### src/sv/tmma_pkg.sv
// ----------------------------------------------------------------------------
// tmma_pkg
// Shared types, codes and constants of the tiled matrix multiply-accumulate
// engine.
// ----------------------------------------------------------------------------
package tmma_pkg;

  // Default edge length of the square tiles
  localparam int unsigned TILE_DEFAULT = 8;

  // Field widths of the item and result transactions
  localparam int unsigned KIND_W  = 2;
  localparam int unsigned INDEX_W = 6;
  localparam int unsigned ELEM_W  = 16;
  localparam int unsigned PROD_W  = 32;
  localparam int unsigned ACC_W   = 40;
  localparam int unsigned SIZE_W  = 4;

  // Configuration port
  localparam int unsigned PADDR_W = 3;
  localparam int unsigned PDATA_W = 32;
  localparam logic        REG_TILE_IN_USE   = 1'b0;   // word index of the register
  localparam logic [SIZE_W-1:0] TILE_IN_USE_RESET = 4'd8;

  // Saturation limits of the accumulator
  localparam logic signed [ACC_W-1:0] ACC_MAX = {1'b0, {(ACC_W-1){1'b1}}};
  localparam logic signed [ACC_W-1:0] ACC_MIN = {1'b1, {(ACC_W-1){1'b0}}};

  // Item kinds
  typedef enum logic [KIND_W-1:0] {
    KIND_LOAD_A = 2'd0,
    KIND_LOAD_B = 2'd1,
    KIND_RUN    = 2'd2
  } kind_t;

  // Controller states
  typedef enum logic [3:0] {
    S_IDLE,
    S_START,
    S_ACC_RD,
    S_MAC,
    S_DRAIN0,
    S_DRAIN1,
    S_WRITE,
    S_EMIT_RD,
    S_EMIT_LD
  } state_t;

  // Commands from the controller to the datapath
  typedef struct packed {
    logic wr_a;       // store element into tile A
    logic wr_b;       // store element into tile B
    logic clear;      // invalidate the first count accumulator entries
    logic acc_rd;     // read accumulator entry at acc_addr
    logic acc_wr;     // write running sum to accumulator entry at acc_addr
    logic mac_issue;  // read one A/B pair into the MAC pipeline
    logic acc_load;   // seed running sum from the accumulator read data
    logic out_load;   // load output register from accumulator read data
    logic out_last;   // last element of the emitted tile
  } tmma_cmd_t;

  // Status from the datapath to the controller
  typedef struct packed {
    logic out_free;   // output register is empty or drains this cycle
  } tmma_status_t;

endpackage

### src/sv/tmma_if.sv


interface tmma_result_if;
  logic                                  valid;
  logic                                  ready;
  logic signed [tmma_pkg::ACC_W-1:0]     result_value;
  logic [tmma_pkg::INDEX_W-1:0]          result_index;
  logic                                  result_last;

  modport source (
    output valid, result_value, result_index, result_last,
    input  ready
  );
  modport sink (
    input  valid, result_value, result_index, result_last,
    output ready
  );
endinterface

### src/sv/tmma_dp.sv
// ----------------------------------------------------------------------------
// tmma_dp
// Datapath: tile A/B memories, accumulator memory with valid bits, a
// registered multiply / saturating add pipeline and the output register.
// ----------------------------------------------------------------------------
module tmma_dp #(
  parameter  int unsigned TILE = tmma_pkg::TILE_DEFAULT,
  localparam int unsigned AW   = (TILE > 1) ? $clog2(TILE * TILE) : 1,
  localparam int unsigned CW   = $clog2(TILE * TILE + 1)
) (
  input  logic                              clk,
  input  logic                              rst,
  input  tmma_pkg::tmma_cmd_t               cmd,
  output tmma_pkg::tmma_status_t            status,
  input  logic [AW-1:0]                     a_addr,
  input  logic [AW-1:0]                     b_addr,
  input  logic [AW-1:0]                     acc_addr,
  input  logic [CW-1:0]                     count,
  input  logic [tmma_pkg::INDEX_W-1:0]      element_index,
  input  logic signed [tmma_pkg::ELEM_W-1:0] element_value,
  tmma_result_if.source                     results
);
  import tmma_pkg::*;

  localparam int unsigned DEPTH = TILE * TILE;

  logic signed [ELEM_W-1:0] tile_a   [DEPTH];
  logic signed [ELEM_W-1:0] tile_b   [DEPTH];
  logic signed [ACC_W-1:0]  acc_mem  [DEPTH];
  logic [DEPTH-1:0]         acc_valid;

  logic                     idx_ok;
  logic signed [ELEM_W-1:0] a_q;
  logic signed [ELEM_W-1:0] b_q;
  logic                     v1;
  logic signed [PROD_W-1:0] prod;
  logic                     v2;
  logic signed [ACC_W-1:0]  acc;
  logic signed [ACC_W:0]    sum;
  logic signed [ACC_W-1:0]  sum_sat;
  logic signed [ACC_W-1:0]  acc_rd_q;
  logic                     acc_vld_q;
  logic signed [ACC_W-1:0]  acc_rd_val;

  logic                     out_valid;
  logic signed [ACC_W-1:0]  out_value;
  logic [INDEX_W-1:0]       out_index;
  logic                     out_last;

  // Loads beyond the tile storage are dropped
  assign idx_ok = {1'b0, element_index} < (INDEX_W + 1)'(DEPTH);

  // Tile A/B memories
  always_ff @(posedge clk) begin
    if (cmd.wr_a && idx_ok) begin
      tile_a[element_index[AW-1:0]] <= element_value;
    end
    if (cmd.wr_b && idx_ok) begin
      tile_b[element_index[AW-1:0]] <= element_value;
    end
    if (cmd.mac_issue) begin
      a_q <= tile_a[a_addr];
      b_q <= tile_b[b_addr];
    end
  end

  // Multiply stage
  always_ff @(posedge clk) begin
    if (v1) begin
      prod <= PROD_W'(a_q * b_q);
    end
  end

  // Pipeline valids
  always_ff @(posedge clk) begin
    if (rst) begin
      v1 <= 1'b0;
      v2 <= 1'b0;
    end else begin
      v1 <= cmd.mac_issue;
      v2 <= v1;
    end
  end

  // Saturating accumulate
  assign sum = {acc[ACC_W-1], acc} + (ACC_W + 1)'(prod);
  always_comb begin
    if (sum[ACC_W] != sum[ACC_W-1]) begin
      sum_sat = sum[ACC_W] ? ACC_MIN : ACC_MAX;
    end else begin
      sum_sat = sum[ACC_W-1:0];
    end
  end

  assign acc_rd_val = acc_vld_q ? acc_rd_q : '0;

  always_ff @(posedge clk) begin
    if (cmd.acc_load) begin
      acc <= acc_rd_val;
    end else if (v2) begin
      acc <= sum_sat;
    end
  end

  // Accumulator memory
  always_ff @(posedge clk) begin
    if (cmd.acc_wr) begin
      acc_mem[acc_addr] <= acc;
    end
    if (cmd.acc_rd) begin
      acc_rd_q  <= acc_mem[acc_addr];
      acc_vld_q <= acc_valid[acc_addr];
    end
  end

  // Valid bits: an invalid entry reads as zero
  always_ff @(posedge clk) begin
    if (rst) begin
      acc_valid <= '0;
    end else begin
      if (cmd.clear) begin
        for (int unsigned idx = 0; idx < DEPTH; idx++) begin
          if (CW'(idx) < count) begin
            acc_valid[idx] <= 1'b0;
          end
        end
      end
      if (cmd.acc_wr) begin
        acc_valid[acc_addr] <= 1'b1;
      end
    end
  end

  // Output register
  always_ff @(posedge clk) begin
    if (rst) begin
      out_valid <= 1'b0;
    end else if (cmd.out_load) begin
      out_valid <= 1'b1;
    end else if (results.ready) begin
      out_valid <= 1'b0;
    end
  end

  always_ff @(posedge clk) begin
    if (cmd.out_load) begin
      out_value <= acc_rd_val;
      out_index <= INDEX_W'(acc_addr);
      out_last  <= cmd.out_last;
    end
  end

  assign results.valid        = out_valid;
  assign results.result_value = out_value;
  assign results.result_index = out_index;
  assign results.result_last  = out_last;
  assign status.out_free      = !out_valid || results.ready;

  // An emitted element never overwrites one still waiting
  a_out_no_overrun: assert property (@(posedge clk) disable iff (rst)
    cmd.out_load |-> (!out_valid || results.ready))
    else $error("output register overrun");

  // Seeding the sum never collides with a product in flight
  a_seed_no_collision: assert property (@(posedge clk) disable iff (rst)
    cmd.acc_load |-> !v2)
    else $error("accumulator seed collides with pipeline");

  // The sum is written back only after the pipeline has drained
  a_write_drained: assert property (@(posedge clk) disable iff (rst)
    cmd.acc_wr |-> !(v1 || v2 || cmd.mac_issue))
    else $error("accumulator written before pipeline drained");

endmodule

### src/flat_wrapper.sv
// flat-port wrapper written by rule: the top's interface ports become plain ports
module tmma_dp_flat import tmma_pkg::*;
#(
  parameter  int unsigned TILE = tmma_pkg::TILE_DEFAULT,
  localparam int unsigned AW   = (TILE > 1) ? $clog2(TILE * TILE) : 1,
  localparam int unsigned CW   = $clog2(TILE * TILE + 1)
)
  (clk, rst, cmd, status, a_addr, b_addr, acc_addr, count, element_index, element_value, results_valid, results_result_value, results_result_index, results_result_last, results_ready);
  tmma_result_if results_i ();
  input  logic clk;
  input  logic rst;
  input  tmma_pkg::tmma_cmd_t cmd;
  output tmma_pkg::tmma_status_t status;
  input  logic [AW-1:0] a_addr;
  input  logic [AW-1:0] b_addr;
  input  logic [AW-1:0] acc_addr;
  input  logic [CW-1:0] count;
  input  logic [tmma_pkg::INDEX_W-1:0] element_index;
  input  logic signed [tmma_pkg::ELEM_W-1:0] element_value;
  output wire logic [$bits(results_i.valid)-1:0] results_valid;
  output wire logic [$bits(results_i.result_value)-1:0] results_result_value;
  output wire logic [$bits(results_i.result_index)-1:0] results_result_index;
  output wire logic [$bits(results_i.result_last)-1:0] results_result_last;
  input wire logic [$bits(results_i.ready)-1:0] results_ready;
  assign results_valid = results_i.valid;
  assign results_result_value = results_i.result_value;
  assign results_result_index = results_i.result_index;
  assign results_result_last = results_i.result_last;
  assign results_i.ready = results_ready;
  tmma_dp #(.TILE(TILE)) u_core (.clk(clk), .rst(rst), .cmd(cmd), .status(status), .a_addr(a_addr), .b_addr(b_addr), .acc_addr(acc_addr), .count(count), .element_index(element_index), .element_value(element_value), .results(results_i));
endmodule
### config.mk
export PLATFORM = sky130hd
export DESIGN_NAME = tmma_dp_flat
export DESIGN_NICKNAME = d
export VERILOG_FILES = /design/src/sv/tmma_pkg.sv /design/src/sv/tmma_if.sv /design/src/sv/tmma_dp.sv /design/src/flat_wrapper.sv
export SDC_FILE = /design/constraint.sdc
export NUM_CORES = 2
export LEC_CHECK = 0
export BUFFER_PORTS_ARGS = -buffer_cell sky130_fd_sc_hd__buf_4
export CAP_MARGIN = 20
export CORE_AREA = 2 2 622 624
export CTS_CLUSTER_DIAMETER = 150
export DETAILED_ROUTE_END_ITERATION = 8
export DIE_AREA = 0 0 624 626
export GPL_ROUTABILITY_DRIVEN = 0
export PLACE_DENSITY = 0.72
export SKIP_CTS_REPAIR_TIMING = 1
export SYNTH_ARGS = -nofsm -noshare
export SYNTH_HDL_FRONTEND = slang
export SYNTH_MEMORY_MAX_BITS = 65536
export SYNTH_SLANG_ARGS = --single-unit
### constraint.sdc
create_clock -name clk -period 7.1 [get_ports clk]
set_input_delay 0 -clock clk [delete_from_list [all_inputs] [get_ports clk]]
set_output_delay 0 -clock clk [all_outputs]
set_load 0.02 [all_outputs]
==> summary.md <==
| Metric | Value |
|---|---|
| Max Fclk | `about 0.15 GHz` |
| Ranking of synthesized cells by instance count | `4800 x sky130_fd_sc_hd__edfxtp_1, 891 x sky130_fd_sc_hd__a22oi_1, 672 x sky130_fd_sc_hd__mux4_2` |
| Clock root buffer | `sky130_fd_sc_hd__clkbuf_16` |
| Synthesis-to-finish area growth | `12.4%` |
| Cell Area, Synth | `around 0.19 mm²` |
| Reg-to-reg critical path startpoint | `u_core.a_q[11]` |
| Share of the synthesized area in compound gates (AO/OA/AOI/OAI) | `0.0769` |
| DR vias/cell | `6.67` |
| Post-synthesis mux area share | `0.0793` |
| Clock slew at reported path FFs | `0.06 ns` |
| Main combinational cell family by area after synthesis | `multiplexers` |
| Die outline height | `around 630 µm` |
| Worst min-delay path category | `input port to flop` |
| Final-report max-slew violation count | `0` |
| Maximum clock insertion buffer count | `4` |
| Worst Path Max Fanout | `16` |
| Total nets after synthesis | `approximately 10000` |
| Leakage | `~70 nW` |
| Most numerous cell in the Yosys netlist | `sky130_fd_sc_hd__edfxtp_1` |
| Share of post-route cells with drive strength above 1 | `0.177` |
| Post-Route Setup TNS | `0 ns` |
| Setup crit start | `u_core.a_q[11]` |
| Critical-path top delay cell | `sky130_fd_sc_hd__edfxtp_1` |
| Power per standard cell area | `391 mW/mm²` |
| Relative slew slack | `0.160` |
| Worst Skew | `around 0.066 ns` |
| Total global-route track usage | `0.268` |
| Critical path buffers and inverters | `3` |
| Clock insertion delay at the later pin of the skew report | `1.00 ns` |
| H-Tree Depth | `5` |
| Async SR Flop Fraction | `0` |
| Count of flip-flops with a built-in enable after synthesis | `4800` |
| Final hold vios | `0` |
| CTS tree | `yes` |
| Xor-xnor portion of the synthesized cell area | `0.00311` |
| Overflow left after global routing | `0` |
| Die outline area | `approximately 0.39 mm²` |
| Core box area | `slightly below 0.4 mm²` |
| Total number of yosys warnings | `0` |
| Required @ worst endpoint | `7.81 ns` |
| Kind of capture point of the worst setup path | `flop` |
| Run status | `complete, no violations` |
| Cell type with the highest aggregate area in the netlist | `sky130_fd_sc_hd__edfxtp_1` |
| Area share of the largest cell type after synthesis | `0.753` |
| Routed WL per cell | `33.8 µm` |
| Minimum clock period after layout | `between 6 and 7 ns` |
| Least-Margin Pin Slew | `about 1.3 ns` |
| Final wirelength | `approximately 530 mm` |
| Pin count of the biggest net entering global routing | `140` |
| Hold_sp | `a_addr[4]` |
| Max capacitance violation total | `0` |
| Number of top-level pins | `about 110` |
| DIE WIDTH | `~620 µm` |
| Post-Synthesis Cells | `between 9000 and 10000` |
| Startpoint types | `flop` |
| Gate family responsible for the most delay along the worst path | `adder cells` |
| Post-detailed-route count of antenna-violating nets | `0` |
| List of cells traversed by the critical path | `nand2_1 > fa_1 > fa_1 > fa_1 > inv_1 > fa_1 > fa_1 > inv_1 > fa_1 > inv_1 > ha_1 > and3_1 > and4_1 > and3_1 > a2111oi_2 > o21a_1 > nor3_1 > a41oi_1 > nor2b_1 > xnor2_1` |
| Port bufs | `around 110` |
| Num CTS Buffers | `about 450` |
| Most frequently used flop master after synthesis | `sky130_fd_sc_hd__edfxtp_1` |
| Core Rows | `approximately 230` |
| First drt pass iteration count | `6` |
| Distinct cell type count after synthesis | `between 80 and 90` |
| Area share of and/or/nand/nor cells after synthesis | `0.0269` |
| Highest cell delay on the worst timing path | `0.72 ns` |
| Top post-synthesis cells by area | `sky130_fd_sc_hd__edfxtp_1 75%, sky130_fd_sc_hd__mux4_2 7.9%, sky130_fd_sc_hd__a22oi_1 3.5%, sky130_fd_sc_hd__fa_1 2.7%, sky130_fd_sc_hd__a221oi_1 0.97%` |
| Antenna violations before repair | `42` |
| Initial cell density of the core | `0.498` |
| Detailed placement HPWL | `300 mm` |
| Flip-flop and latch count after synthesis | `approximately 4900` |
| Class of the most critical setup path | `flop to flop` |
| Worst slack on hold paths | `slightly below 0.03 ns` |
| Number of sinks handled by clock tree synthesis | `approximately 5000` |
| Share of the clock period used by the worst path | `0.944` |
| Via count of the first global-routing pass | `103000` |
| Number of setup violations in the final report | `0` |
| DRC violation count after routing | `0` |
| Mean area per synthesized cell | `19.2 µm²` |
| Net count, final | `10800` |
| Worst voltage drop across the vdd grid | `roughly 0.0013 V` |
| First-pass GRT wire length | `751 mm` |
| Adder and majority cell fraction of the synthesized area | `0.0355` |
| Setup repair after global routing missed its margin | `no` |
| Seq/Total Area, Yosys | `0.760` |
| Arrival time at the worst endpoint | `between 7 and 8 ns` |
| Most Frequent Cell on Critical Path | `sky130_fd_sc_hd__fa_1` |
| DR vias | `roughly 110k` |
| DR iter-0 viols | `17300` |
## stage by stage
stage / area (µm²) / power [mW] / setup slack [ns] / cells / utilization
final: 215000 / 84.2 / 0.395 / 15800 / 0.560
after global routing: 215000 / 88.0 / 0.123 / 15800 / 0.560
after CTS: 214000 / 84.1 / 0.333 / 15700 / 0.557
after detailed placement: 200000 / 60.6 / 0.404 / 14900 / 0.519
after global placement: 200000 / 60.0 / 0.431 / 14900 / 0.519
after floorplan: 191000 / 53.8 / 0.988 / 9963 / -
## worst register-to-register path, delay by kind of cell (launching register included)
family                     cells  cell delay (ns)
DFF                            1             0.72
buffers and inverters          3             0.16
and+or+nand+nor                6             1.01
adders and majority gates      7             3.40
AOI/OAI and AO/OA              3             1.06
xor gates and xnor gates       1             0.08
## per-layer routing
| metal | vias up | share of wire | global-route usage |
|---|---|---|---|
| met5 | - | 0.00021 | 0 |
| met4 | 14 | 0.055 | 0.127 |
| met3 | 1463 | 0.13 | 0.0664 |
| met2 | 8363 | 0.46 | 0.411 |
| met1 | 54000 | 0.35 | 0.363 |
| li1 | 41700 | - | - |
## report_power, final
part / internal [mW] / switching [mW]
clock network: 13.2 / 10.6
registers: 35.3 / 0.283
logic: 9.41 / 15.3
total: 58.0 / 26.2
## logic make-up (layout without fill, tap and decap cells)
| logic type | after synthesis | count (layout) |
|---|---|---|
| compound gates | 2016 | 2016 |
| xor+xnor | 68 | 68 |
| buf+inv | 912 | 1699 |
| fa+ha+maj | 386 | 386 |
| mux | 675 | 675 |
| other cells | 0 | 13 |
| simple gates | 1039 | 1039 |
| flops | 4867 | 4867 |
## placed cells by master, fill, tap and decap left out, types with 15 or more instances in the layout
cell type | Yosys | layout
sky130_fd_sc_hd__a22o_1 | 212 | 212
sky130_fd_sc_hd__clkbuf_1 | 462 | 96
sky130_fd_sc_hd__o21a_1 | 17 | 17
sky130_fd_sc_hd__a221oi_1 | 212 | 212
sky130_fd_sc_hd__xor2_1 | 19 | 19
sky130_fd_sc_hd__a21oi_1 | 288 | 288
sky130_fd_sc_hd__o211ai_1 | 17 | 17
sky130_fd_sc_hd__nor2_1 | 303 | 248
sky130_fd_sc_hd__edfxtp_1 | 4800 | 4800
sky130_fd_sc_hd__inv_2 | 0 | 15
sky130_fd_sc_hd__nor2b_1 | 16 | 16
sky130_fd_sc_hd__ha_1 | 122 | 122
sky130_fd_sc_hd__buf_4 | 1 | 414
sky130_fd_sc_hd__nand4_1 | 168 | 168
sky130_fd_sc_hd__o2bb2ai_2 | 16 | 16
sky130_fd_sc_hd__xnor2_1 | 49 | 49
sky130_fd_sc_hd__clkinvlp_4 | 0 | 23
sky130_fd_sc_hd__clkinv_1 | 0 | 98
sky130_fd_sc_hd__inv_1 | 337 | 320
sky130_fd_sc_hd__nand2b_1 | 19 | 19
sky130_fd_sc_hd__o21ai_1 | 20 | 20
sky130_fd_sc_hd__nor3_1 | 17 | 15
sky130_fd_sc_hd__nand2_1 | 219 | 217
sky130_fd_sc_hd__dlygate4sd3_1 | 0 | 73
sky130_fd_sc_hd__fa_1 | 263 | 263
sky130_fd_sc_hd__a21o_1 | 20 | 20
sky130_fd_sc_hd__nor2_4 | 0 | 49
sky130_fd_sc_hd__nand3_1 | 70 | 69
sky130_fd_sc_hd__a22oi_1 | 891 | 891
sky130_fd_sc_hd__mux4_2 | 672 | 672
sky130_fd_sc_hd__bufinv_16 | 0 | 35
sky130_fd_sc_hd__clkinv_2 | 0 | 83
sky130_fd_sc_hd__o21ai_0 | 71 | 71
sky130_fd_sc_hd__a31oi_1 | 184 | 184
sky130_fd_sc_hd__clkbuf_16 | 0 | 459
sky130_fd_sc_hd__buf_12 | 0 | 27
sky130_fd_sc_hd__a211oi_1 | 16 | 16
sky130_fd_sc_hd__and2_1 | 170 | 169
sky130_fd_sc_hd__dfxtp_1 | 67 | 67
## flip-flops by register name, summed over array words and instances (netlist names)
register and cells:
u_core.acc_mem 2560, u_core.tile_a 1024, u_core.tile_b 1024, u_core.acc_valid 64
u_core.acc 40, u_core.acc_rd_q 40, u_core.results.result_value 40, u_core.prod 32
u_core.a_q 16, u_core.b_q 16, u_core.results.result_index 6, u_core.acc_vld_q 1
u_core.results.result_last 1, u_core.results.valid 1, u_core.v1 1, u_core.v2 1
## path summary, 6_finish.rpt
path,cells past startpoint,end,slack [ns]
min,2,u_core.a_q[6],0.03
max reg2reg,20,u_core.prod[28],0.40
min reg2reg,2,u_core.acc_valid[38],0.48
max,20,u_core.prod[28],0.40
## cell type report
type                            instances  area [µm²]
Inverter                              337        1270
Tap cell                             5060        6330
Fill cell                           27600      169000
Sequential cell                      4867      145000
Multi-Input combinational cell       4184       42900
Clock buffer                          561       11900
Antenna cell                           13        32.5
Clock inverter                        277        2600
Timing Repair Buffer                  524        4600
Note: power is estimated with default switching activity, not from simulation.
