$ cat src/sv/tmma_pkg.sv
// ----------------------------------------------------------------------------
// tmma_pkg
// Shared types, codes and constants of the tiled matrix multiply-accumulate
// engine.
// ----------------------------------------------------------------------------
package tmma_pkg;

  // Default edge length of the square tiles
  localparam int unsigned TILE_DEFAULT = 8;

  // Field widths of the item and result transactions
  localparam int unsigned KIND_W  = 2;
  localparam int unsigned INDEX_W = 6;
  localparam int unsigned ELEM_W  = 16;
  localparam int unsigned PROD_W  = 32;
  localparam int unsigned ACC_W   = 40;
  localparam int unsigned SIZE_W  = 4;

  // Configuration port
  localparam int unsigned PADDR_W = 3;
  localparam int unsigned PDATA_W = 32;
  localparam logic        REG_TILE_IN_USE   = 1'b0;   // word index of the register
  localparam logic [SIZE_W-1:0] TILE_IN_USE_RESET = 4'd8;

  // Saturation limits of the accumulator
  localparam logic signed [ACC_W-1:0] ACC_MAX = {1'b0, {(ACC_W-1){1'b1}}};
  localparam logic signed [ACC_W-1:0] ACC_MIN = {1'b1, {(ACC_W-1){1'b0}}};

  // Item kinds
  typedef enum logic [KIND_W-1:0] {
    KIND_LOAD_A = 2'd0,
    KIND_LOAD_B = 2'd1,
    KIND_RUN    = 2'd2
  } kind_t;

  // Controller states
  typedef enum logic [3:0] {
    S_IDLE,
    S_START,
    S_ACC_RD,
    S_MAC,
    S_DRAIN0,
    S_DRAIN1,
    S_WRITE,
    S_EMIT_RD,
    S_EMIT_LD
  } state_t;

  // Commands from the controller to the datapath
  typedef struct packed {
    logic wr_a;       // store element into tile A
    logic wr_b;       // store element into tile B
    logic clear;      // invalidate the first count accumulator entries
    logic acc_rd;     // read accumulator entry at acc_addr
    logic acc_wr;     // write running sum to accumulator entry at acc_addr
    logic mac_issue;  // read one A/B pair into the MAC pipeline
    logic acc_load;   // seed running sum from the accumulator read data
    logic out_load;   // load output register from accumulator read data
    logic out_last;   // last element of the emitted tile
  } tmma_cmd_t;

  // Status from the datapath to the controller
  typedef struct packed {
    logic out_free;   // output register is empty or drains this cycle
  } tmma_status_t;

endpackage

$ cat src/sv/tmma_ctrl.sv
// ----------------------------------------------------------------------------
// tmma_ctrl
// Sequencer: accepts items, walks rows, columns and the inner k loop of a
// run, and steps through the accumulator tile when emitting.
// ----------------------------------------------------------------------------
module tmma_ctrl #(
  parameter  int unsigned TILE = tmma_pkg::TILE_DEFAULT,
  localparam int unsigned AW   = (TILE > 1) ? $clog2(TILE * TILE) : 1,
  localparam int unsigned CW   = $clog2(TILE * TILE + 1)
) (
  input  logic                            clk,
  input  logic                            rst,
  input  logic                            item_valid,
  input  logic [tmma_pkg::KIND_W-1:0]     item_kind,
  input  logic                            item_clear_first,
  input  logic                            item_emit_after,
  output logic                            item_ready,
  input  logic [tmma_pkg::SIZE_W-1:0]     tile_in_use,
  output tmma_pkg::tmma_cmd_t             cmd,
  input  tmma_pkg::tmma_status_t          status,
  output logic [AW-1:0]                   a_addr,
  output logic [AW-1:0]                   b_addr,
  output logic [AW-1:0]                   acc_addr,
  output logic [CW-1:0]                   count
);
  import tmma_pkg::*;

  localparam int unsigned CTW = (TILE > 1) ? $clog2(TILE) : 1;
  localparam int unsigned NW  = $clog2(TILE + 1);

  state_t          state;
  state_t          state_next;
  logic [CTW-1:0]  i;
  logic [CTW-1:0]  j;
  logic [CTW-1:0]  k;
  logic [AW-1:0]   row_base;   // i * n
  logic [AW-1:0]   kb;         // k * n
  logic [AW-1:0]   e;          // emit position
  logic [NW-1:0]   n_q;
  logic [CW-1:0]   count_q;
  logic            clear_q;
  logic            emit_q;

  logic [NW-1:0]   n_eff;
  logic [CW-1:0]   count_eff;
  logic [AW-1:0]   c_addr;
  logic            k_last;
  logic            j_last;
  logic            i_last;
  logic            e_last;

  // Edge length clamped to 1..TILE
  always_comb begin
    if (tile_in_use == '0) begin
      n_eff = NW'(1);
    end else if (tile_in_use > SIZE_W'(TILE)) begin
      n_eff = NW'(TILE);
    end else begin
      n_eff = NW'(tile_in_use);
    end
    count_eff = CW'(CW'(n_eff) * CW'(n_eff));
  end

  // Loop end flags
  assign k_last = (NW'(k) + NW'(1)) == n_q;
  assign j_last = (NW'(j) + NW'(1)) == n_q;
  assign i_last = (NW'(i) + NW'(1)) == n_q;
  assign e_last = (CW'(e) + CW'(1)) == count_q;

  // Memory addresses
  assign a_addr   = row_base + AW'(k);
  assign b_addr   = kb + AW'(j);
  assign c_addr   = row_base + AW'(j);
  assign acc_addr = (state == S_EMIT_RD || state == S_EMIT_LD) ? e : c_addr;
  assign count    = count_q;

  // State register
  always_ff @(posedge clk) begin
    if (rst) begin
      state <= S_IDLE;
    end else begin
      state <= state_next;
    end
  end

  // Loop counters and run settings
  always_ff @(posedge clk) begin
    case (state)
      S_IDLE: begin
        if (item_valid && item_kind == KIND_RUN) begin
          n_q     <= n_eff;
          count_q <= count_eff;
          clear_q <= item_clear_first;
          emit_q  <= item_emit_after;
        end
      end
      S_START: begin
        i        <= '0;
        j        <= '0;
        row_base <= '0;
        e        <= '0;
      end
      S_ACC_RD: begin
        k  <= '0;
        kb <= '0;
      end
      S_MAC: begin
        k  <= k + CTW'(1);
        kb <= kb + AW'(n_q);
      end
      S_WRITE: begin
        if (j_last) begin
          j <= '0;
          if (!i_last) begin
            i        <= i + CTW'(1);
            row_base <= row_base + AW'(n_q);
          end
        end else begin
          j <= j + CTW'(1);
        end
      end
      S_EMIT_LD: begin
        if (status.out_free && !e_last) begin
          e <= e + AW'(1);
        end
      end
      default: begin
      end
    endcase
  end

  // Next state and commands
  always_comb begin
    state_next = state;
    cmd        = '0;
    item_ready = 1'b0;
    case (state)
      S_IDLE: begin
        item_ready = 1'b1;
        if (item_valid) begin
          case (item_kind)
            KIND_LOAD_A: cmd.wr_a = 1'b1;
            KIND_LOAD_B: cmd.wr_b = 1'b1;
            KIND_RUN:    state_next = S_START;
            default: begin
            end
          endcase
        end
      end
      S_START: begin
        cmd.clear  = clear_q;
        state_next = S_ACC_RD;
      end
      S_ACC_RD: begin
        cmd.acc_rd = 1'b1;
        state_next = S_MAC;
      end
      S_MAC: begin
        cmd.mac_issue = 1'b1;
        cmd.acc_load  = (k == '0);
        if (k_last) begin
          state_next = S_DRAIN0;
        end
      end
      S_DRAIN0: state_next = S_DRAIN1;
      S_DRAIN1: state_next = S_WRITE;
      S_WRITE: begin
        cmd.acc_wr = 1'b1;
        if (j_last && i_last) begin
          state_next = emit_q ? S_EMIT_RD : S_IDLE;
        end else begin
          state_next = S_ACC_RD;
        end
      end
      S_EMIT_RD: begin
        cmd.acc_rd = 1'b1;
        state_next = S_EMIT_LD;
      end
      S_EMIT_LD: begin
        if (status.out_free) begin
          cmd.out_load = 1'b1;
          cmd.out_last = e_last;
          state_next   = e_last ? S_IDLE : S_EMIT_RD;
        end
      end
      default: state_next = S_IDLE;
    endcase
  end

  // The inner loop never runs past the edge length
  a_k_in_range: assert property (@(posedge clk) disable iff (rst)
    (state == S_MAC) |-> (NW'(k) < n_q))
    else $error("k counter beyond edge length");

endmodule

$ cat config.mk
export PLATFORM = sky130hd
export DESIGN_NAME = tmma_ctrl
export DESIGN_NICKNAME = d
export VERILOG_FILES = /design/src/sv/tmma_pkg.sv /design/src/sv/tmma_ctrl.sv
export SDC_FILE = /design/constraint.sdc
export NUM_CORES = 1
export LEC_CHECK = 0
export ABC_AREA = 1
export BUFFER_PORTS_ARGS = -buffer_cell sky130_fd_sc_hd__buf_2
export CAP_MARGIN = 0
export CORE_ASPECT_RATIO = 1.5
export CORE_MARGIN = 1
export CORE_UTILIZATION = 58
export DETAILED_ROUTE_END_ITERATION = 12
export MAX_ROUTING_LAYER = met4
export PLACE_DENSITY_LB_ADDON = 0.05
export SLEW_MARGIN = 40
export SYNTH_ARGS = -nofsm -noshare
export SYNTH_HDL_FRONTEND = slang
export SYNTH_SLANG_ARGS = --single-unit
export TNS_END_PERCENT = 20
$ cat constraint.sdc
create_clock -name clk -period 2.35 [get_ports clk]
set_input_delay 0.47 -clock clk [delete_from_list [all_inputs] [get_ports clk]]
set_output_delay 0.47 -clock clk [all_outputs]
set_load 0.02 [all_outputs]
==> impl_results.md, run 1 <==
- GRT Overall Usage: 0.2647
- Setup TNS: -0.2328 ns
- Final setup viols: 3
- Ant diodes: 0
- DRC: 0
- Area Growth Syn to Fin: 19.54%
- Reg-to-reg critical path endpoint: row_base[1]
- PortBufs: between 40 and 50
- Primary FF master, synth: edfxtp_1
- Via Count: 2806
- Routed len/inst: 12.89 um
- CTS tree: yes
- Initial drt markers: 125
- TritonCTS Buffers: 5
- Crit path time final: approximately 2.5 ns
- Clock buffer depth: 2
- CP top delay family: adder cells
- Gpl congestion: 0.8444
- FF+latch count, synth: 42
- Clock sinks: 42
- Max Freq: approximately 400 MHz
- Top cell type's share of synthesized area: 0.3508
- Met2 Use GR: 0.5036
- Worst-path cell chain: ha_2, inv_2, fa_2, or2_4, nand2_1, nand2_1, xor2_1, nand2_1, o21ai_1, buf_4
- Antenna Nets Post-Route: 0
- Synth cell types: 28
- Sum of buffers and inverters on the critical path: 2
- Top cell type by total area after synthesis: edfxtp_1
- Outcome: finished, violations left
- RR Startpoint: j[0]
- Die width: roughly 63 um
- Hold path depth: 1
- DP HPWL: 5625 um
- Die Height: roughly 94 um
- Met1 Track Usage GR: 0.2710
- Slew Viols, Final: 0
- R2r setup slk: 0.16 ns
- DIE AREA: 5919 um^2
- Sequential area share after synthesis: 0.3754
- Final Skew: 0.006718 ns
- Rows: 33
- First-pass GRT wire length: 11760 um
- Hold Crit Start: item_emit_after
- CP required: about 1.9 ns
- Most area-consuming cells after synthesis: edfxtp_1 (35%), nand2_1 (11%), ha_1 (10%)
- Initial antenna violation count: 0
- Share of cells above drive strength 1: 0.2257
- Post-Syn Instances: about 420
- Fin util: 0.7135
- Hold Path Class: in2reg
- Fillers: 486
- Yosys warns: 0
- Met3 Resource Use GR: 0.03277
- RSZ-0062 raised after global routing: yes
- Worst Hold End: emit_q
- Peak supply drop: 0.0003148 V
- Starting Density: 0.5969
- Reg2Reg Depth: 7
- Critical path type: reg2out
- Ports: 47
- Worst setup slack after layout: -0.1903 ns
- Critical Path AT: between 2 and 2.5 ns
- Slowest cell on the critical path: edfxtp_1
- Max-cap viol count: 0
- Syn Area/Cell: 7.801 um^2
- Worst Path Max Fanout: 2
- Worst-path clk slew: 0.09 ns
- Post-synth EDFFs: 38
- FFs w/ async S/R, synth: 0
- Leak: 1.915 nW
- Crit-path max cell delay: between 0.3 and 0.4 ns
- Vias in the first global route: 2789
- Grt ovf: 0
- CP most frequent cell: nand2_1
- Final hold violations: 0
- Failing checks: negative setup slack
- Total Wirelength: between 7000 and 8000 um
- Drt pass-1 iters: 5
- Hold slack: 0.3437 ns
- CP Launch Type: register
- Worst skew pair latency: roughly 0.3 ns
- Power density cells: approximately 490 nW/um^2
- H-Tree Depth: 2
- Period utilisation layout: 1.081
- # nets final: 526
- Detailed-route vias per instance: approximately 5.1
- Worst Setup End Kind: output port
- Core box area: 5450 um^2
- Largest net degree at the start of global routing: 14
- Mapped cell area: 3253 um^2
- GRT busiest layer: met2
- Clk root buf: clkbuf_8
==> cell usage in the layout, fill, tap and decap left out, drive strengths merged, types with 12 or more instances in the layout <==
| master | synthesis | routed |
|---|---|---|
| nor2 | 67 | 67 |
| buf | 3 | 61 |
| edfxtp | 38 | 38 |
| a21oi | 21 | 21 |
| ha | 26 | 26 |
| nand2 | 95 | 95 |
| o21ai | 19 | 19 |
| nand3 | 27 | 27 |
| xor2 | 12 | 12 |
| inv | 72 | 72 |
==> timing repair <==
action	4_1_cts	5_1_grt
hold buffers	0	0
pin swaps	4	4
gates resized for setup	20	7
setup endpoints to repair	9	12
buffers inserted	1	1
==> worst register-to-register path: stages (launching register included) <==
cell and delay (ns):
edfxtp_1 0.41, buf_4 0.18, ha_1 0.32, xnor2_1 0.17
nand3_1 0.11, o21ai_0 0.24, nand2_1 0.10, inv_1 0.32
==> flip-flops by register name, summed over array words and instances, names as in the netlist <==
name      count
j             3
count         5
k             3
e             6
kb            6
emit_q        1
n_q           4
i             3
row_base      6
clear_q       1
state         4
==> power by group <==
group,switching [W],internal (W),total [W]
Sequential,0.0000240,0.000836,0.000860
Clock,0.000275,0.000454,0.000729
Combinational,0.000198,0.000124,0.000322
Total,0.000498,0.00141,0.00191
==> cell usage after synthesis, types with 2 or more instances <==
library cell and n:
dfxtp_1 4, nand2_2 3, nor2_2 6, nand2_1 92, nor3_1 8, nand3_2 3
xor2_1 12, o21ai_1 2, inv_1 64, buf_4 3, o21ai_0 16, fa_1 6
clkbuf_1 2, ha_1 26, xnor2_1 8, a21oi_1 21, edfxtp_1 38, nor2_4 2
nor2_1 59, nand3_1 24, inv_2 8, nand4_1 4
==> worst max-delay path by stage <==
stage / start / end / slack [ns] / cells after the start
2_1_floorplan: j[0] / acc_addr[4] / 0.02 / 9
3_3_place_gp: j[0] / acc_addr[4] / 0.08 / 10
3_5_place_dp: j[0] / acc_addr[4] / 0.05 / 10
4_1_cts: j[0] / acc_addr[4] / -0.17 / 10
5_1_grt: j[0] / acc_addr[4] / -0.28 / 10
6_report: row_base[0] / acc_addr[4] / -0.19 / 10
==> final cells by class <==
type | count | area [um^2] | share of cell area
clock buffer | 6 | 82.58 | 0.02124
clock inverter | 2 | 60.06 | 0.01544
inverter | 72 | 270.3 | 0.06950
multi-input combinational | 300 | 1800 | 0.4630
sequential | 42 | 1221 | 0.3140
tap | 70 | 87.58 | 0.02252
timing repair buffer | 61 | 366.6 | 0.09427
==> metrics by stage <==
step	total power, W	instance area (um^2)	instances	setup WS, ns
after floorplan	0.001088	3261	419	0.02346
final	0.001911	3889	553	-0.1903
after CTS	0.001907	3860	552	-0.1743
after global routing	0.001983	3889	553	-0.2830
after detailed placement	0.001180	3649	543	0.04577
after global placement	0.001173	3649	543	0.08349
==> cell families after synthesis <==
group,after synthesis,share of synthesized area
other,1,0.001153
AND/OR/NAND/NOR,205,0.2777
XOR/XNOR,20,0.05385
flip-flops,42,0.3754
buffers and inverters,77,0.09231
AO/OA/AOI/OAI,40,0.06269
adder cells (fa/ha/maj),32,0.1369
==> per-layer routing <==
layer | wire (um) | share of wire | vias up
li1 | - | - | 1456
met1 | 2875 | 0.40 | 1273
met2 | 3879 | 0.54 | 61
met3 | 181 | 0.025 | 16
met4 | 190 | 0.027 | 0
met5 | 0 | 0 | -
No activity file was read; power rests on OpenSTA's default activity.
==> run 2: changes to the inputs <==
Settings changed: BUFFER_PORTS_ARGS -buffer_cell sky130_fd_sc_hd__buf_2 to not set, CORE_ASPECT_RATIO 1.5 to not set, CORE_UTILIZATION 58 to 61, DONT_BUFFER_PORTS set to 1.
Clock period 2.35 ns to 3.21 ns, I/O delays scaled along.
==> impl_results.md, run 2 (synthesis results as in run 1) <==
- Outcome: completed
- Crit path time final: 3.006 ns
- DRC: 0 (unchanged)
- Commonest non-fill, non-tap cells in the layout: nand2_1 (92), inv_1 (64), nor2_1 (59)
- Initial drt markers: 176 (+41%)
- H-Tree Depth: 2 (unchanged)
- Setup TNS: 0 ns (+0.2328 ns)
- Die width: 75.03 um (+19%)
- Reg2Reg Depth: 6 (-1)
- Setup Fix Bufs, Post-CTS: 0 (-1)
- Clk root buf: clkbuf_8
- Most common cell after layout, fill and taps aside: nand2_1
- Hold path depth: 1 (unchanged)
- Max Freq: 332.7 MHz
- CTS tree: yes
- RR Startpoint: j[0]
- Post-Layout Cell Count: 495 (-10%)
- Placed insts: 487 (-10%)
- Largest net degree at the start of global routing: 14 (unchanged)
- CP Capture Point: acc_addr[4]
- Combinational share of power: 0.138 (-0.030)
- Max-cap viol count: 0 (unchanged)
- Part of the power in registers: 0.483 (+0.033)
- GRT Overall Usage: 0.2579 (-0.006780)
- Drt pass-1 iters: 4 (-1)
- Antenna Nets Post-Route: 0 (unchanged)
- R2r setup slk: 0.91 ns (+0.75 ns)
- CP required: 2.57 ns (+0.69 ns)
- Final setup viols: 0 (-3)
- Worst Path Max Fanout: 8 (+6)
- Ports: 47 (unchanged)
- Ant diodes: 0 (unchanged)
- # nets final: 468 (-11%)
- Clock buffer depth: 2 (unchanged)
- Final Skew: 0.01319 ns (+0.006468 ns)
- Via Count: 2595 (-7.5%)
- Hold Buf Count CTS: 0 (unchanged)
- Peak supply drop: 0.0002341 V (-26%)
- First-pass GRT wire length: 10340 um (-12%)
- Slew HR: 0.5323
- Critical Path AT: 2.36 ns (+0.29 ns)
- Switching Fraction: 0.2585 (-0.001753)
- Tightest Pin Transition: 0.6942 ns
- Worst Setup End Kind: output port
- Gpl congestion: 0.8559 (+1.4%)
- Starting Density: 0.6369 (+0.04006)
- Fin util: 0.6801 (-0.03344)
- Leak: 1.648 nW (-14%)
- Initial antenna violation count: 0 (unchanged)
- PortBufs: 0 (-100%)
- Psw: 0.0003416 W (-31%)
- Critical Path Start: j[0]
- Top Registers: e (6), kb (6), row_base (6)
- Reg-to-reg critical path endpoint: i[1]
- Die Height: 75.03 um (-20%)
- Share of cells above drive strength 1: 0.08471 (-0.1410)
- DIE AREA: 5629 um^2 (-4.9%)
- Total Wirelength: 6581 um (-7.7%)
- CP Launch Type: register
- Routed len/inst: 13.29 um (+3.2%)
- Dpl ws: 0.5330 ns (+0.4873 ns)
- P_int: 0.0009796 W (-31%)
- Critical path type: reg2out
- DP HPWL: 5270 um (-6.3%)
- Final hold violations: 0 (unchanged)
- Power density cells: 380.4 nW/um^2 (-23%)
- Cts repair resizes: 0 (-100%)
- Clock network fraction of total power: 0.380 (about the same)
- Hold Path Class: in2reg
- Worst setup slack after layout: 0.2045 ns (+0.3947 ns)
- Slew Viols, Final: 0 (unchanged)
- Clock sinks: 42 (unchanged)
- TritonCTS Buffers: 5 (unchanged)
- Core box area: 5107 um^2 (-6.3%)
- Rows: 26 (-21%)
- Grt ovf: 0 (unchanged)
- Detailed-route vias per instance: 5.242 (+3.3%)
- Period utilisation layout: 0.9363
- Worst skew pair latency: 0.31 ns (about the same)
- Vias in the first global route: 2410 (-14%)
- Area Growth Syn to Fin: 6.769%
- Worst-path clk slew: 0.08 ns (about the same)
- RSZ-0062 raised after global routing: no
==> run 2: cell types whose count changed in the layout (fill, tap and decap cells not counted), moves of 2 or more <==
cell and delta:
buf_2 -38, ha_4 -2, buf_4 -19, a21oi_2 -2, o21ai_0 +4, fa_1 +3
ha_1 +4, ha_2 -2, a21oi_1 +2, o21ai_2 -3, fa_2 -3
==> run 2: worst max-delay path: stages, from the launching register on <==
cell and delay, ns:
edfxtp_1 0.51, ha_1 0.21, inv_1 0.05, fa_1 0.40, or2_2 0.32, nand2_1 0.06
nand2_1 0.05, xor2_1 0.14, nand2_1 0.06, o21ai_0 0.25
==> run 2: how the worst min path moves through the flow <==
stage | endpoint | startpoint | slack (ns)
floorplan | kb[5] | kb[5] | 0.58
global placement | kb[5] | kb[5] | 0.60
detailed placement | kb[5] | kb[5] | 0.61
CTS | state[0] | rst | 0.39
global route | state[0] | rst | 0.39
finish | state[0] | rst | 0.40
==> run 2: cell type report <==
type | instances | area [um^2]
Sequential cell | 42 | 1221
Clock inverter | 3 | 63.81
Multi-Input combinational cell | 300 | 1739
Timing Repair Buffer | 3 | 22.52
Inverter | 72 | 270.3
Tap cell | 70 | 87.58
Fill cell | 459 | 1634
Clock buffer | 5 | 68.82
==> run 2: through the flow <==
stage	area, um^2	power (W)	hold WS [ns]
after floorplan	3261	0.0007967	0.5837
after global placement	3341	0.0008260	0.5990
after detailed placement	3341	0.0008320	0.6117
after CTS	3473	0.001327	0.3943
after global routing	3473	0.001374	0.3927
final	3473	0.001321	0.4026
==> run 2: per-layer routing <==
metal / part of all wire / global-route usage / up-vias / wire (um)
met5: 0 / - / - / 0
met4: 0.023 / 0.09644 / 0 / 150
met3: 0.045 / 0.05221 / 14 / 299
met2: 0.48 / 0.4224 / 66 / 3154
met1: 0.45 / 0.3150 / 1167 / 2977
li1: - / - / 1348 / -
==> run 2: power by group through the flow <==
stage               logic [W]  clock network (W)  registers [W]
floorplan            0.000155                  0       0.000641
global placement     0.000177                  0       0.000649
detailed placement   0.000182                  0       0.000650
CTS                  0.000183           0.000506       0.000637
global route         0.000209           0.000525       0.000640
finish               0.000182           0.000502       0.000638
